--- src/design/dscl_pkg.sv ---
// Shared types and constants for the debounced sequence code lock.
// Used by dscl_core and debounced_sequence_code_lock_top; no dependencies.
package dscl_pkg;

  // Configuration register indexes
  localparam logic [1:0] REG_CODE_SYMBOLS   = 2'd0;
  localparam logic [1:0] REG_CODE_LENGTH    = 2'd1;
  localparam logic [1:0] REG_DEBOUNCE_TICKS = 2'd2;
  localparam logic [1:0] REG_TIMEOUT_TICKS  = 2'd3;

  // Configuration reset values: code 2,2,2,3,3,1,0,0 packed two bits a position
  localparam logic [15:0] RST_CODE_SYMBOLS   = 16'd2026;
  localparam logic [3:0]  RST_CODE_LENGTH    = 4'd8;
  localparam logic [15:0] RST_DEBOUNCE_TICKS = 16'd40;
  localparam logic [15:0] RST_TIMEOUT_TICKS  = 16'd5000;

  // Positions covered by the code register
  localparam int CODE_POSITIONS = 8;

  // Verdict codes
  localparam logic [1:0] VERDICT_NONE  = 2'd0;
  localparam logic [1:0] VERDICT_OPEN  = 2'd1;
  localparam logic [1:0] VERDICT_WRONG = 2'd2;

  // Override text matcher codes and characters
  localparam logic [2:0] TXT_EMPTY = 3'd0;
  localparam logic [2:0] TXT_B     = 3'd1;
  localparam logic [2:0] TXT_BL    = 3'd2;
  localparam logic [2:0] TXT_BLE   = 3'd3;
  localparam logic [2:0] TXT_OTHER = 3'd4;
  localparam logic [7:0] CHAR_NL = 8'd10;
  localparam logic [7:0] CHAR_B  = 8'h42;
  localparam logic [7:0] CHAR_L  = 8'h4C;
  localparam logic [7:0] CHAR_E  = 8'h45;

  typedef struct packed {
    logic [15:0] code_symbols;
    logic [3:0]  code_length;
    logic [15:0] debounce_ticks;
    logic [15:0] timeout_ticks;
  } cfg_t;

  typedef struct packed {
    logic       key_pressed;
    logic [1:0] key_number;
    logic [1:0] verdict;
    logic       timed_out;
    logic       override_open;
    logic [3:0] entries_held;
  } res_t;

  // Expected symbol at one position; positions past the register expect zero
  function automatic logic [1:0] expected_symbol(input logic [15:0] symbols, input int pos);
    logic [1:0] sym;
    sym = 2'd0;
    for (int p = 0; p < CODE_POSITIONS; p++) begin
      if (p == pos) sym = symbols[2*p +: 2];
    end
    return sym;
  endfunction

  // Advance the override text matcher by one received byte
  function automatic logic [2:0] next_text_state(input logic [2:0] st, input logic [7:0] ch);
    logic [2:0] nx;
    nx = TXT_OTHER;
    if (ch == CHAR_NL) nx = TXT_EMPTY;
    else if (st == TXT_EMPTY && ch == CHAR_B) nx = TXT_B;
    else if (st == TXT_B && ch == CHAR_L) nx = TXT_BL;
    else if (st == TXT_BL && ch == CHAR_E) nx = TXT_BLE;
    return nx;
  endfunction

endpackage

--- src/design/dscl_core.sv ---
// Lock state and per-tick logic: text match, code check, debounce, timeout.
// Depends on dscl_pkg; instantiated by debounced_sequence_code_lock_top.
module dscl_core
  import dscl_pkg::*;
#(
  parameter int MAX_CODE_LENGTH = 8,
  parameter int BUTTON_COUNT    = 4,
  parameter int COUNT_WIDTH     = 16
) (
  input  logic                    clk,
  input  logic                    rst_n,
  input  logic                    step,
  input  cfg_t                    cfg,
  input  logic [BUTTON_COUNT-1:0] button_levels,
  input  logic                    rx_valid,
  input  logic [7:0]              rx_byte,
  output res_t                    res
);

  localparam int LEN_W = $clog2(MAX_CODE_LENGTH + 1);
  localparam int IDX_W = (MAX_CODE_LENGTH > 1) ? $clog2(MAX_CODE_LENGTH) : 1;
  localparam int CMP_W = (COUNT_WIDTH > 16) ? COUNT_WIDTH : 16;
  localparam logic [COUNT_WIDTH-1:0] COUNT_MAX = {COUNT_WIDTH{1'b1}};
  localparam logic [LEN_W-1:0] LEN_MAX = LEN_W'(MAX_CODE_LENGTH);

  logic [BUTTON_COUNT-1:0] stable_r, stable_nxt;
  logic [BUTTON_COUNT-1:0] prev_raw_r;
  logic [COUNT_WIDTH-1:0]  quiet_r, quiet_nxt;
  logic [COUNT_WIDTH-1:0]  idle_r, idle_nxt;
  logic [LEN_W-1:0]        entry_cnt_r, entry_cnt_nxt;
  logic [2:0]              txt_r, txt_nxt;
  logic [1:0]              entered_r [MAX_CODE_LENGTH];
  logic [1:0]              entered_nxt [MAX_CODE_LENGTH];

  logic [LEN_W-1:0]        len_eff;
  logic                    check, code_ok, chg_seen, pressed, timed_out;
  logic [1:0]              key;
  logic [COUNT_WIDTH-1:0]  quiet_up;

  // Clamp the code length into 1..MAX_CODE_LENGTH
  always_comb begin
    if (cfg.code_length == 4'd0) begin
      len_eff = LEN_W'(1);
    end else if (int'(cfg.code_length) > MAX_CODE_LENGTH) begin
      len_eff = LEN_MAX;
    end else begin
      len_eff = LEN_W'(cfg.code_length);
    end
  end

  // Compare the finished entry against the code
  always_comb begin
    code_ok = 1'b1;
    for (int i = 0; i < MAX_CODE_LENGTH; i++) begin
      if (i < int'(len_eff) && entered_r[i] != expected_symbol(cfg.code_symbols, i))
        code_ok = 1'b0;
    end
  end

  assign check    = (entry_cnt_r >= len_eff);
  assign quiet_up = (quiet_r == COUNT_MAX) ? quiet_r : quiet_r + 1'b1;

  // One tick: text, check, debounce and record, then timeout
  always_comb begin
    txt_nxt = rx_valid ? next_text_state(txt_r, rx_byte) : txt_r;
    entry_cnt_nxt = check ? '0 : entry_cnt_r;
    idle_nxt = (idle_r == COUNT_MAX) ? idle_r : idle_r + 1'b1;
    stable_nxt = stable_r;
    entered_nxt = entered_r;
    chg_seen = 1'b0;
    pressed = 1'b0;
    key = 2'd0;
    timed_out = 1'b0;
    for (int k = 0; k < BUTTON_COUNT; k++) begin
      // a change on this or an earlier button clears the shared quiet count
      if (button_levels[k] != prev_raw_r[k]) chg_seen = 1'b1;
      if (!chg_seen && CMP_W'(quiet_up) > CMP_W'(cfg.debounce_ticks) &&
          button_levels[k] != stable_r[k]) begin
        stable_nxt[k] = button_levels[k];
        if (!button_levels[k] && entry_cnt_nxt < len_eff) begin
          entered_nxt[entry_cnt_nxt[IDX_W-1:0]] = 2'(k);
          entry_cnt_nxt = entry_cnt_nxt + 1'b1;
          pressed = 1'b1;
          key = 2'(k);
          idle_nxt = '0;
        end
      end
    end
    quiet_nxt = chg_seen ? '0 : quiet_up;
    if (CMP_W'(idle_nxt) > CMP_W'(cfg.timeout_ticks) && entry_cnt_nxt != '0) begin
      entry_cnt_nxt = '0;
      idle_nxt = '0;
      timed_out = 1'b1;
    end
  end

  // Result of this tick
  always_comb begin
    res.key_pressed   = pressed;
    res.key_number    = key;
    res.verdict       = check ? (code_ok ? VERDICT_OPEN : VERDICT_WRONG) : VERDICT_NONE;
    res.timed_out     = timed_out;
    res.override_open = (txt_nxt == TXT_BLE);
    res.entries_held  = 4'(entry_cnt_nxt);
  end

  // Advance the state on each accepted item
  always_ff @(posedge clk) begin
    if (!rst_n) begin
      stable_r    <= '0;
      prev_raw_r  <= '0;
      quiet_r     <= '0;
      idle_r      <= '0;
      entry_cnt_r <= '0;
      txt_r       <= TXT_EMPTY;
    end else if (step) begin
      stable_r    <= stable_nxt;
      prev_raw_r  <= button_levels;
      quiet_r     <= quiet_nxt;
      idle_r      <= idle_nxt;
      entry_cnt_r <= entry_cnt_nxt;
      txt_r       <= txt_nxt;
    end
  end

  // Hold entered buttons; no reset, only written entries are ever compared
  always_ff @(posedge clk) begin
    if (step) entered_r <= entered_nxt;
  end

  a_cnt_bound: assert property (@(posedge clk) disable iff (!rst_n)
    int'(entry_cnt_r) <= MAX_CODE_LENGTH)
    else $error("entry count beyond maximum code length");

  a_timeout_clears: assert property (@(posedge clk) disable iff (!rst_n)
    step && res.timed_out |=> entry_cnt_r == '0 && idle_r == '0)
    else $error("timeout did not clear entry");

  a_check_clears: assert property (@(posedge clk) disable iff (!rst_n)
    step && res.verdict != VERDICT_NONE && !res.key_pressed |=> entry_cnt_r == '0)
    else $error("code check did not clear entry");

  a_press_idle: assert property (@(posedge clk) disable iff (!rst_n)
    step && res.key_pressed && !res.timed_out |=> idle_r == '0)
    else $error("recorded press did not clear idle count");

endmodule

--- src/design/debounced_sequence_code_lock_top.sv ---
// Debounced sequence code lock: one item is one tick, producing one result item.
// The result is registered in the buffer head, or in its skid entry on a stall.
// One item per cycle unless in_stall; a two-entry buffer absorbs a stall.
// Reset (rst_n low, synchronous): counters, matcher and buffer clear,
// configuration returns to its defaults. Depends on dscl_pkg and dscl_core.
module debounced_sequence_code_lock_top
  import dscl_pkg::*;
#(
  parameter int MAX_CODE_LENGTH = 8,
  parameter int BUTTON_COUNT    = 4,
  parameter int COUNT_WIDTH     = 16
) (
  input  logic                    clk,
  input  logic                    rst_n,
  input  logic                    cfg_we,
  input  logic [1:0]              cfg_index,
  input  logic [15:0]             cfg_data,
  input  logic                    in_valid,
  output logic                    in_stall,
  input  logic [BUTTON_COUNT-1:0] in_button_levels,
  input  logic                    in_rx_valid,
  input  logic [7:0]              in_rx_byte,
  output logic                    out_valid,
  input  logic                    out_stall,
  output logic                    out_key_pressed,
  output logic [1:0]              out_key_number,
  output logic [1:0]              out_verdict,
  output logic                    out_timed_out,
  output logic                    out_override_open,
  output logic [3:0]              out_entries_held
);

  cfg_t cfg_r;
  res_t res, head_r, skid_r;
  logic head_valid_r, skid_valid_r;
  logic push, pop;

  // Configuration registers
  always_ff @(posedge clk) begin
    if (!rst_n) begin
      cfg_r.code_symbols   <= RST_CODE_SYMBOLS;
      cfg_r.code_length    <= RST_CODE_LENGTH;
      cfg_r.debounce_ticks <= RST_DEBOUNCE_TICKS;
      cfg_r.timeout_ticks  <= RST_TIMEOUT_TICKS;
    end else if (cfg_we) begin
      case (cfg_index)
        REG_CODE_SYMBOLS:   cfg_r.code_symbols   <= cfg_data;
        REG_CODE_LENGTH:    cfg_r.code_length    <= cfg_data[3:0];
        REG_DEBOUNCE_TICKS: cfg_r.debounce_ticks <= cfg_data;
        REG_TIMEOUT_TICKS:  cfg_r.timeout_ticks  <= cfg_data;
        default: ;
      endcase
    end
  end

  assign in_stall = skid_valid_r;
  assign push     = in_valid && !skid_valid_r;
  assign pop      = head_valid_r && !out_stall;

  dscl_core #(
    .MAX_CODE_LENGTH(MAX_CODE_LENGTH),
    .BUTTON_COUNT   (BUTTON_COUNT),
    .COUNT_WIDTH    (COUNT_WIDTH)
  ) u_core (
    .clk          (clk),
    .rst_n        (rst_n),
    .step         (push),
    .cfg          (cfg_r),
    .button_levels(in_button_levels),
    .rx_valid     (in_rx_valid),
    .rx_byte      (in_rx_byte),
    .res          (res)
  );

  // Output buffer control: refill head from skid first, park in skid on stall
  always_ff @(posedge clk) begin
    if (!rst_n) begin
      head_valid_r <= 1'b0;
      skid_valid_r <= 1'b0;
    end else begin
      if (!head_valid_r || pop) head_valid_r <= skid_valid_r || push;
      if (skid_valid_r) begin
        if (pop) skid_valid_r <= 1'b0;
      end else if (push && head_valid_r && !pop) begin
        skid_valid_r <= 1'b1;
      end
    end
  end

  // Output buffer payload
  always_ff @(posedge clk) begin
    if (!head_valid_r || pop) head_r <= skid_valid_r ? skid_r : res;
    if (!skid_valid_r && push && head_valid_r && !pop) skid_r <= res;
  end

  assign out_valid         = head_valid_r;
  assign out_key_pressed   = head_r.key_pressed;
  assign out_key_number    = head_r.key_number;
  assign out_verdict       = head_r.verdict;
  assign out_timed_out     = head_r.timed_out;
  assign out_override_open = head_r.override_open;
  assign out_entries_held  = head_r.entries_held;

  a_skid_behind_head: assert property (@(posedge clk) disable iff (!rst_n)
    skid_valid_r |-> head_valid_r)
    else $error("skid entry held with empty head");

  a_stall_keeps_head: assert property (@(posedge clk) disable iff (!rst_n)
    head_valid_r && out_stall |=> head_valid_r && $stable(head_r))
    else $error("stalled result item lost");

  a_skid_drains: assert property (@(posedge clk) disable iff (!rst_n)
    skid_valid_r && !out_stall |=> !skid_valid_r && head_r == $past(skid_r))
    else $error("skid item not moved to head");

endmodule
--- config.mk ---
export PLATFORM = sky130hd
export DESIGN_NAME = debounced_sequence_code_lock_top
export DESIGN_NICKNAME = d
export VERILOG_FILES = /design/src/design/dscl_pkg.sv /design/src/design/dscl_core.sv /design/src/design/debounced_sequence_code_lock_top.sv
export SDC_FILE = /design/constraint.sdc
export NUM_CORES = 1
export LEC_CHECK = 0
export ABC_AREA = 1
export CAP_MARGIN = 5
export CORE_UTILIZATION = 50
export CTS_BUF_LIST = sky130_fd_sc_hd__clkbuf_4 sky130_fd_sc_hd__clkbuf_8
export CTS_CLUSTER_DIAMETER = 40
export CTS_CLUSTER_SIZE = 28
export DETAILED_ROUTE_END_ITERATION = 12
export DONT_BUFFER_PORTS = 1
export PLACE_DENSITY = 0.7
export SLEW_MARGIN = 20
export SYNTH_ARGS = -nofsm -noshare
export SYNTH_HDL_FRONTEND = slang
export SYNTH_HIERARCHICAL = 1
export SYNTH_SLANG_ARGS = --single-unit
--- constraint.sdc ---
create_clock -name clk -period 8.5 [get_ports clk]
set_input_delay 0.85 -clock clk [delete_from_list [all_inputs] [get_ports clk]]
set_output_delay 0.85 -clock clk [all_outputs]
set_load 0.005 [all_outputs]
# After elaboration in Yosys (flattened, before gate mapping)
# Cells that the tools add are included.
# op_classes
n_addsub	6
magnitude_cmp	24
bitwise	13
reduce_logical	61
n_eq_ne	28
n_mux	78
# op_table
operator	n
16-bit 2-to-1 mux	20
4-bit 2-to-1 mux	12
1-bit logical AND	35
16-bit by 1-bit adder with 16-bit output (second input constant)	2
16-bit equality test (second input constant)	2
16-bit > comparator	2
1-bit 2-to-1 mux	25
2-bit demux with 3-bit select	4
8-bit by 7-bit equality test with 1-bit output (second input constant)	3
2-bit 2-to-1 mux	11
4-bit by 1-bit adder with 4-bit output (second input constant)	4
16-bit AND	1
8-bit AND	2
4-bit >= comparator (second input constant)	4
3-bit by 4-bit < comparator with 1-bit output (first input constant)	4
4-bit by 1-bit < comparator with 1-bit output (second input constant)	4
4-bit < comparator	4
2-bit inequality test	8
16-bit NOT	1
3-bit NOT with 4-bit output	4
8-bit NOT	2
16-bit OR	1
8-bit OR	2
2-bit AND reduction	8
other kinds (18)	45
# word_totals
ff_bits	139
output_inout_bits	13
input_bits	36
elab_cells	245

# Depth between registers and ports, before layout
# Gate-level depths: netlist of the first run.
# depth
ltp_word	25
ltp_mapped	70
mapped_depth_nobuf	69

# Cells and area by module
# The synthesis of the first run kept the hierarchy.
# modules_own_cells
module	area_each_um2	cells_per_inst	seq_area_each_um2	n_inst
dscl_core	5982.0	946	1421.4	1
debounced_sequence_code_lock_top	2967.8	377	1741.7	1

# Least setup slack after synthesis of the first run
# No wires, ideal clock.
# synth_path
path_kind	reg2reg
from	register u_core.quiet_r[0]
to	register head_r, in the netlist out_timed_out, data pin
t_required_ns	8.248
period_less_slack_ns	8.724
path_buffers	4
setup_time_ns	0.252
path_stages_with_launch	68
setup_slack_ns	-0.224
t_arrival_ns	8.472
path_cell_list	dfxtp_1 ha_1 inv_1 nor3_1 inv_1 nor4_1 inv_1 nor2_1 inv_1 nor2_1 nand2_1 inv_1 nor4_1 nand2_1 nor2_1 xor2_1 ha_1 nand2_1 (+32 left out) nand2_4 nand2_2 nor3_4 buf_8 nand2_2 inv_1 ha_1 a21oi_1 nor2_1 a211oi_1 o221a_2 a22oi_1 nand2_1 buf_6 inv_1 buf_4 nand2_1 nand2_1
# synth_via
elab_chain_len	22
elab_cells_between_ends	40
classes_between	4 x add/sub; 5 x order compare; 1 x eq/ne; 17 x mux; 13 x reduce/logical
# synth_lines
item	line_no	text
from (decl)	dscl_core.sv:28	logic [COUNT_WIDTH-1:0] quiet_r, quiet_nxt;
from (signal assigned)	dscl_core.sv:119	quiet_r <= quiet_nxt;
16-bit by 1-bit adder with 16-bit output or 16-bit equality test (tied branches)	dscl_core.sv:61	assign quiet_up = (quiet_r == COUNT_MAX) ? quiet_r : quiet_r + 1'b1;
16-bit 2-to-1 mux *	dscl_core.sv:61	
16-bit > comparator *	dscl_core.sv:77	if (!chg_seen && CMP_W'(quiet_up) > CMP_W'(cfg.debounce_ticks) &&
1-bit logical AND (2 in a row)	dscl_core.sv:77	
4-bit 2-to-1 mux	dscl_core.sv:77	
4-bit < comparator	dscl_core.sv:80	if (!button_levels[k] && entry_cnt_nxt < len_eff) begin
1-bit logical AND	dscl_core.sv:80	
4-bit 2-to-1 mux	dscl_core.sv:80	
(+6 left out)	n/a	
1-bit logical AND	dscl_core.sv:80	
16-bit 2-to-1 mux or 4-bit 2-to-1 mux (tied branches)	dscl_core.sv:80	
16-bit 2-to-1 mux or 4-bit 2-to-1 mux (tied branches)	dscl_core.sv:77	
16-bit > comparator or 4-bit nonzero test (tied branches)	dscl_core.sv:90	if (CMP_W'(idle_nxt) > CMP_W'(cfg.timeout_ticks) && entry_cnt_nxt != '0) begin
1-bit logical AND *	dscl_core.sv:90	
1-bit 2-to-1 mux *	dscl_core.sv:90	
named net u_core.timed_out	dscl_core.sv:36	logic check, code_ok, chg_seen, pressed, timed_out;
11-bit 2-to-1 mux *	debounced_sequence_code_lock_top.sv:92	if (!head_valid_r || pop) head_r <= skid_valid_r ? skid_r : res;
to (signal assigned)	debounced_sequence_code_lock_top.sv:92	
to (decl)	debounced_sequence_code_lock_top.sv:34	res_t res, head_r, skid_r;
# Mark *: on every way through the listed nets, which the timed path passes. The rest lies on a longest branch.
# A chain may end at the register's enable or synchronous reset.

==> results.py, run 1 <==
metrics = {
    "setup_path": {
        "critical_path.max_stage_delay_ns": 0.37,
        "worst_r2r_path_depth": 66,
        "timing.critical_path.from": "u_core/quiet_r[1]",
        "crit-reg2reg-launch": "u_core/quiet_r[1]",
        "worst-path-max-fanout": 7,
        "worstPathArrival_ns": 8.64,
        "crit-reg2reg-capture": "out_entries_held[0]",
        "worstPathRequired_ns": 8.72,
        "crit_slowest_cell": "sky130_fd_sc_hd__dfxtp_4",
        "start_kind": "flip-flop",
        "reg2reg_setup_slack_ns": 0.07,
        "worst_setup_path_end_kind": "flip-flop",
        "crit_type": "flip-flop to flip-flop",
        "critical_path_end": "out_entries_held[0]",
    },
    "floorplan": {
        "die_area_mm2": 0.0184,
        "dieHeight_um": 136,
        "core.rowCount": 48,
        "start_util": 0.514,
        "fp.dieW_um": 136,
        "core_area_mm2": 0.0174,
        "top_level_ports": 49,
    },
    "timing": {
        "layout_min_cycle_time_ns": 8.43,
        "count_of_final_max_slew_check_failures": 0,
        "fin_setup_tns_ns": 0,
        "slew_headroom": 0.304,
        "finalClockSkew_ns": 0.0145,
        "setup_viol": 0,
        "clock.fmax_mhz": 119,
        "rsz0062_at_grt": "yes",
        "timing_hold_violations_final": 0,
        "finalCritPeriodShare": 0.991,
        "transition_time_at_the_pin_with_the_least_slew_margin_ns": 1.04,
        "postLayoutSetupSlackWorst_ns": 0.0747,
    },
    "global_route": {
        "grt_pass1_vias": 7565,
        "maximum_number_of_pins_on_one_net_before_global_route_repair": 64,
        "grt_pass1_wl_um": 36300,
        "gr_ovfl_total": 0,
        "global_route.usage.total": 0.253,
        "grt_antenna_before_repair": 0,
    },
    "clocking": {
        "later_pin_clock_latency_in_the_skew_report_ns": 0.47,
        "clock_transition_at_path_regs_ns": 0.09,
        "clock_tree.buffer_depth": 2,
        "clock_sinks": 139,
        "root_buffer": "sky130_fd_sc_hd__clkbuf_8",
        "cts_tree": "built",
        "cts_made_buffers": 17,
        "htree_levels": 4,
    },
    "layout": {
        "layout.cell_area.non_filler_mm2": 0.0103,
        "most-common-layout-cells": "370 x sky130_fd_sc_hd__nand2_1, 184 x sky130_fd_sc_hd__inv_1, 152 x sky130_fd_sc_hd__nor2_1",
        "insertedDiodeCount": 0,
        "layout.core_utilization": 0.593,
        "mostFrequentLayoutCell": "sky130_fd_sc_hd__nand2_1",
        "area_growth_syn_to_layout_pct": 15.5,
        "post_route_cells_drive_above_1_share": 0.172,
        "final_net_count": 1450,
    },
    "synth": {
        "synth.yosys.warnings": 6,
        "synth_top_area_cell": "sky130_fd_sc_hd__dfxtp_1",
        "ys_top_cells_by_area": "sky130_fd_sc_hd__dfxtp_1 23%, sky130_fd_sc_hd__nand2_1 16%, sky130_fd_sc_hd__edfxtp_1 13%",
        "seq_cells_post_synth": 139,
        "mappedNetlistArea_mm2": 0.00895,
        "syn_area_per_cell_um2": 6.76,
        "cell_variety_after_synth": 47,
        "portion_of_synthesized_cell_area_occupied_by_the_leading_cell_type": 0.226,
        "mappedNetlistNets": 1412,
        "seq_area_frac_synth": 0.353,
        "syn_inst": 1323,
    },
    "placed_design": {
        "place_area_mm2": 0.00930,
        "port_buffers": 0,
        "gpl.final_weighted_congestion": 0.916,
        "dp_hpwl_um": 16600,
        "dp_slack_ns": -0.306,
    },
    "drt": {
        "number_of_antenna_violating_nets_in_the_routed_design": 0,
        "wl_per_cell_um": 14.3,
        "drt_wl_total_um": 22900,
        "via_count_normalized_by_instance_count": 5.16,
        "drc": 0,
        "drt_first_pass_iters": 5,
        "total_via_count_after_detailed_routing": 8245,
        "detail_route.iter0.violations": 593,
    },
    "pwr": {
        "total_leakage_power_nw": 4.94,
        "power_per_cell_area_mw_per_mm2": 142,
        "max-vdd-ir-drop_mv": 0.114,
    },
    "worst_hold_path": {
        "min_delay_path_depth": 2,
        "holdCritPathClass": "flip-flop to flip-flop",
    },
    "outcome": {
        "status": "completed",
    },
    "flow_run": {
        "cap_violations": 0,
    },
}
registers in the layout, indices dropped and copies added (netlist names):
name / flops
u_core/txt_r: 3
u_core/prev_raw_r: 4
out_timed_out: 1
u_core/entered_r: 16
in_stall: 1
out_valid: 1
out_verdict: 2
cfg_r: 52
skid_r: 11
u_core/quiet_r: 16
out_key_number: 2
out_override_open: 1
u_core/idle_r: 16
u_core/entry_cnt_r: 4
u_core/stable_r: 4
out_key_pressed: 1
out_entries_held: 4
worst min-delay path by stage:
stage                       from                end
2_1_floorplan          cfg_r[19]          cfg_r[19]
6_report       u_core/quiet_r[2]  u_core/quiet_r[2]
5_1_grt                    rst_n          cfg_r[46]
3_3_place_gp   u_core/quiet_r[2]  u_core/quiet_r[2]
3_5_place_dp           cfg_r[12]          cfg_r[12]
4_1_cts                    rst_n          cfg_r[44]
through the flow:
step                hold slack, ns  cells  power (mW)
detailed placement           0.459   1541       0.934
global placement             0.455   1541       0.929
floorplan                    0.442   1323       0.892
global route                 0.467   1599        1.54
CTS                          0.458   1581        1.46
finish                       0.480   1599        1.47
synthesized netlist by cell type (all sizes together):
library cell / number
a211oi: 4
a21o: 2
a21oi: 76
a221oi: 3
a22oi: 2
a31oi: 4
and3: 1
buf: 18
clkbuf: 20
dfxtp: 101
edfxtp: 38
ha: 53
inv: 211
nand2: 410
nand3: 83
nand3b: 2
nand4: 16
nor2: 172
nor3: 29
nor4: 5
o2111ai: 1
o211ai: 3
o21a: 1
o21ai: 25
o21bai: 1
o221a: 1
o221ai: 1
or2: 6
or4: 1
xnor2: 17
xor2: 16
worst max-delay path: cells and delay by family (launching register included):
family / cells / cell delay (ns)
AND/OR/NAND/NOR: 42 / 4.29
adder cells (fa/ha/maj): 6 / 1.47
buffers and inverters: 10 / 0.79
XOR/XNOR: 4 / 0.65
AO/OA/AOI/OAI: 4 / 0.59
flip-flops: 1 / 0.37
where the power goes:
part	switching [mW]	internal, mW	total (mW)
clock network	0.309	0.219	0.528
registers	0.0214	0.711	0.732
logic	0.131	0.0775	0.208
total	0.461	1.01	1.47
final cells by class:
class / count / area (um^2)
Fill cell: 1619 / 7080
Multi-Input combinational cell: 935 / 5230
Inverter: 211 / 795
Clock buffer: 17 / 234
Sequential cell: 139 / 3170
Clock inverter: 15 / 155
Timing Repair Buffer: 57 / 473
Tap cell: 225 / 282
timing repair:
item                       CTS  global route
cloned                       1             0
pin swaps                   10            56
setup endpoints to repair   30            30
hold buffers                 0             0
gates resized for setup     18            96
setup buffers                7            19
kinds of logic (layout without fill, tap and decap cells):
logic type               Yosys count  count (layout)  synth area share
flip-flops                       139             139             0.353
buffers and inverters            249             300             0.111
adder cells (fa/ha/maj)           53              53            0.0741
AO/OA/AOI/OAI                    124             124            0.0826
AND/OR/NAND/NOR                  725             725             0.345
XOR/XNOR                          33              33            0.0331
routing by layer:
metal	GRT usage	routed length [um]	up-vias	part of all wire
li1	-	-	4244	-
met1	0.335	10300	3711	0.45
met2	0.408	10600	255	0.46
met3	0.0494	1580	35	0.069
met4	0.0899	382	0	0.017
met5	0	0	-	0
(Power assumes the default switching activity.)
==> run 2, diff against run 1 <==
- PLACE_DENSITY: 0.7 -> 0.67
- clock period: 8.5 -> 9.6 ns (I/O delays scaled with it)
==> run 2 against run 1 <==
Wire length down 3.6%; first-iteration DRC count down 8.3%; final area down 6.1%; clock skew up 0.0056 ns; clock power down 3%; largest cell class unchanged.
==> results.py, run 2 (synthesis results as in run 1) <==
metrics = {
    "timing": {
        "finalCritPeriodShare": 0.952,
        "setup_viol": 0,
        "fin_setup_tns_ns": 0,
        "clock.fmax_mhz": 109,
        "timing_hold_violations_final": 0,
        "count_of_final_max_slew_check_failures": 0,
        "layout_min_cycle_time_ns": 9.14,
        "slew_headroom": 0.386,
        "transition_time_at_the_pin_with_the_least_slew_margin_ns": 0.920,
        "finalClockSkew_ns": 0.0201,
    },
    "global_route": {
        "maximum_number_of_pins_on_one_net_before_global_route_repair": 64,
        "global_route_track_usage_on_met1": 0.332,
        "top_usage_layer": "met2",
        "gr_ovfl_total": 0,
        "grt_use_met3": 0.0666,
        "grt_antenna_before_repair": 0,
        "grt_util_met2": 0.383,
        "grt_pass1_wl_um": 35300,
        "global_route.usage.total": 0.247,
        "grt_pass1_vias": 7191,
    },
    "pwr": {
        "pwr-share-clk": 0.386,
        "total_leakage_power_nw": 4.72,
        "sw_share": 0.291,
        "sum_of_internal_switching_and_leakage_power_mw": 1.32,
        "max-vdd-ir-drop_mv": 0.0957,
        "share_comb_of_total_power": 0.124,
        "power_report.internal_total_mw": 0.939,
        "share_seq_of_total_power": 0.490,
        "switching_power_of_the_nets_mw": 0.385,
        "power_per_cell_area_mw_per_mm2": 136,
    },
    "floorplan": {
        "top_level_ports": 49,
        "fp.dieW_um": 136,
        "core_area_mm2": 0.0174,
        "core.rowCount": 48,
        "dieHeight_um": 136,
        "start_util": 0.514,
        "die_area_mm2": 0.0184,
    },
    "drt": {
        "number_of_antenna_violating_nets_in_the_routed_design": 0,
        "wl_per_cell_um": 14.2,
        "drt_first_pass_iters": 6,
        "via_count_normalized_by_instance_count": 5.14,
        "drc": 0,
        "total_via_count_after_detailed_routing": 8003,
        "detail_route.iter0.violations": 544,
        "drt_wl_total_um": 22100,
    },
    "clocking": {
        "cts_made_buffers": 17,
        "htree_levels": 4,
        "clock_tree.buffer_depth": 2,
        "clock_sinks": 139,
        "cts_tree": "built",
        "clock_transition_at_path_regs_ns": 0.09,
        "root_buffer": "sky130_fd_sc_hd__clkbuf_8",
        "later_pin_clock_latency_in_the_skew_report_ns": 0.46,
    },
    "setup_path": {
        "worst-path-max-fanout": 10,
        "timing.critical_path.mode_cell": "sky130_fd_sc_hd__nand2_1",
        "worst_setup_path_end_kind": "flip-flop",
        "worstPathRequired_ns": 9.93,
        "crit_type": "flip-flop to flip-flop",
        "crit_slowest_cell": "sky130_fd_sc_hd__dfxtp_4",
        "critical_path.max_stage_delay_ns": 0.37,
        "start_kind": "flip-flop",
        "worstPathArrival_ns": 9.47,
    },
    "layout": {
        "area_taken_by_flip_flops_and_latches_mm2": 0.00317,
        "largest_reg_flops": 52,
        "multiInputGateArea_mm2": 0.00492,
        "area_growth_syn_to_layout_pct": 8.47,
        "fillerInstances": 1706,
        "post_route_cells_drive_above_1_share": 0.105,
        "mostFrequentLayoutCell": "sky130_fd_sc_hd__nand2_1",
        "final_net_count": 1408,
        "regMostFlops": "cfg_r",
        "layout.core_utilization": 0.557,
        "layout.cell_area.non_filler_mm2": 0.00971,
        "insertedDiodeCount": 0,
        "most-common-layout-cells": "380 x sky130_fd_sc_hd__nand2_1, 202 x sky130_fd_sc_hd__inv_1, 155 x sky130_fd_sc_hd__nor2_1",
    },
    "placed_design": {
        "place_area_mm2": 0.00910,
        "gpl.final_weighted_congestion": 0.939,
        "dp_hpwl_um": 16100,
        "port_buffers": 0,
    },
    "worst_hold_path": {
        "holdCritPathClass": "flip-flop to flip-flop",
    },
    "flow_run": {
        "cap_violations": 0,
    },
    "outcome": {
        "status": "completed",
    },
}
## run 2: cell count changes in the layout (fill, tap and decap cells not counted), moves of 10 or more
cell / before / now
sky130_fd_sc_hd__ha_1: 42 / 53
sky130_fd_sc_hd__buf_4: 52 / 12
sky130_fd_sc_hd__inv_2: 26 / 8
sky130_fd_sc_hd__nand2_4: 16 / 3
sky130_fd_sc_hd__nand2_1: 370 / 380
sky130_fd_sc_hd__inv_1: 184 / 202
## run 2: metrics by stage
step | std cells | hold slack, ns | worst slack [ns]
finish | 1557 | 0.472 | 0.459
detailed placement | 1520 | 0.464 | -0.0718
CTS | 1552 | 0.477 | 0.0576
global route | 1557 | 0.499 | -0.105
floorplan | 1323 | 0.442 | 0.876
global placement | 1520 | 0.456 | 0.286
## run 2: per-layer routing
metal / vias to the layer above / routed length [um]
met2: 202 / 10000
met4: 0 / 293
met1: 3615 / 10300
li1: 4162 / -
met3: 24 / 1500
met5: - / 0
## run 2: final timing paths
check	endpoint	cells past startpoint	slack [ns]	from
setup / recovery	out_entries_held[3]	66	0.46	u_core/quiet_r[0]
hold / removal	u_core/quiet_r[2]	2	0.47	u_core/quiet_r[2]
setup reg to reg	out_entries_held[3]	66	0.46	u_core/quiet_r[0]
hold reg to reg	u_core/quiet_r[2]	2	0.47	u_core/quiet_r[2]
## run 2: final cells by class
class,instances,share of cell area
sequential,139,0.326
timing repair buffer,15,0.0137
multi-input combinational,935,0.507
tap,225,0.0290
clock inverter,13,0.0159
clock buffer,19,0.0269
inverter,211,0.0816
## run 2: critical path: cells and delay by family (launching register included)
kind / cells / cell delay, ns
simple gates: 41 / 4.83
buf+inv: 12 / 1.10
compound gates: 4 / 0.60
flops: 1 / 0.37
fa+ha+maj: 6 / 1.53
xor+xnor: 3 / 0.53
## run 2: power groups by stage
stage / Sequential [mW] / Combinational (mW) / Clock, mW
after floorplan: 0.655 / 0.134 / 0
after global placement: 0.661 / 0.156 / 0
after detailed placement: 0.662 / 0.158 / 0
after CTS: 0.648 / 0.160 / 0.517
after global routing: 0.652 / 0.190 / 0.541
final: 0.648 / 0.165 / 0.511
## run 2: repair_timing
item                                    CTS  global route
endpoints found under the setup margin   21            30
hold buffers                              0             0
buffers inserted                          0             5
gates resized for setup                   2            37
pin swaps                                 0             8
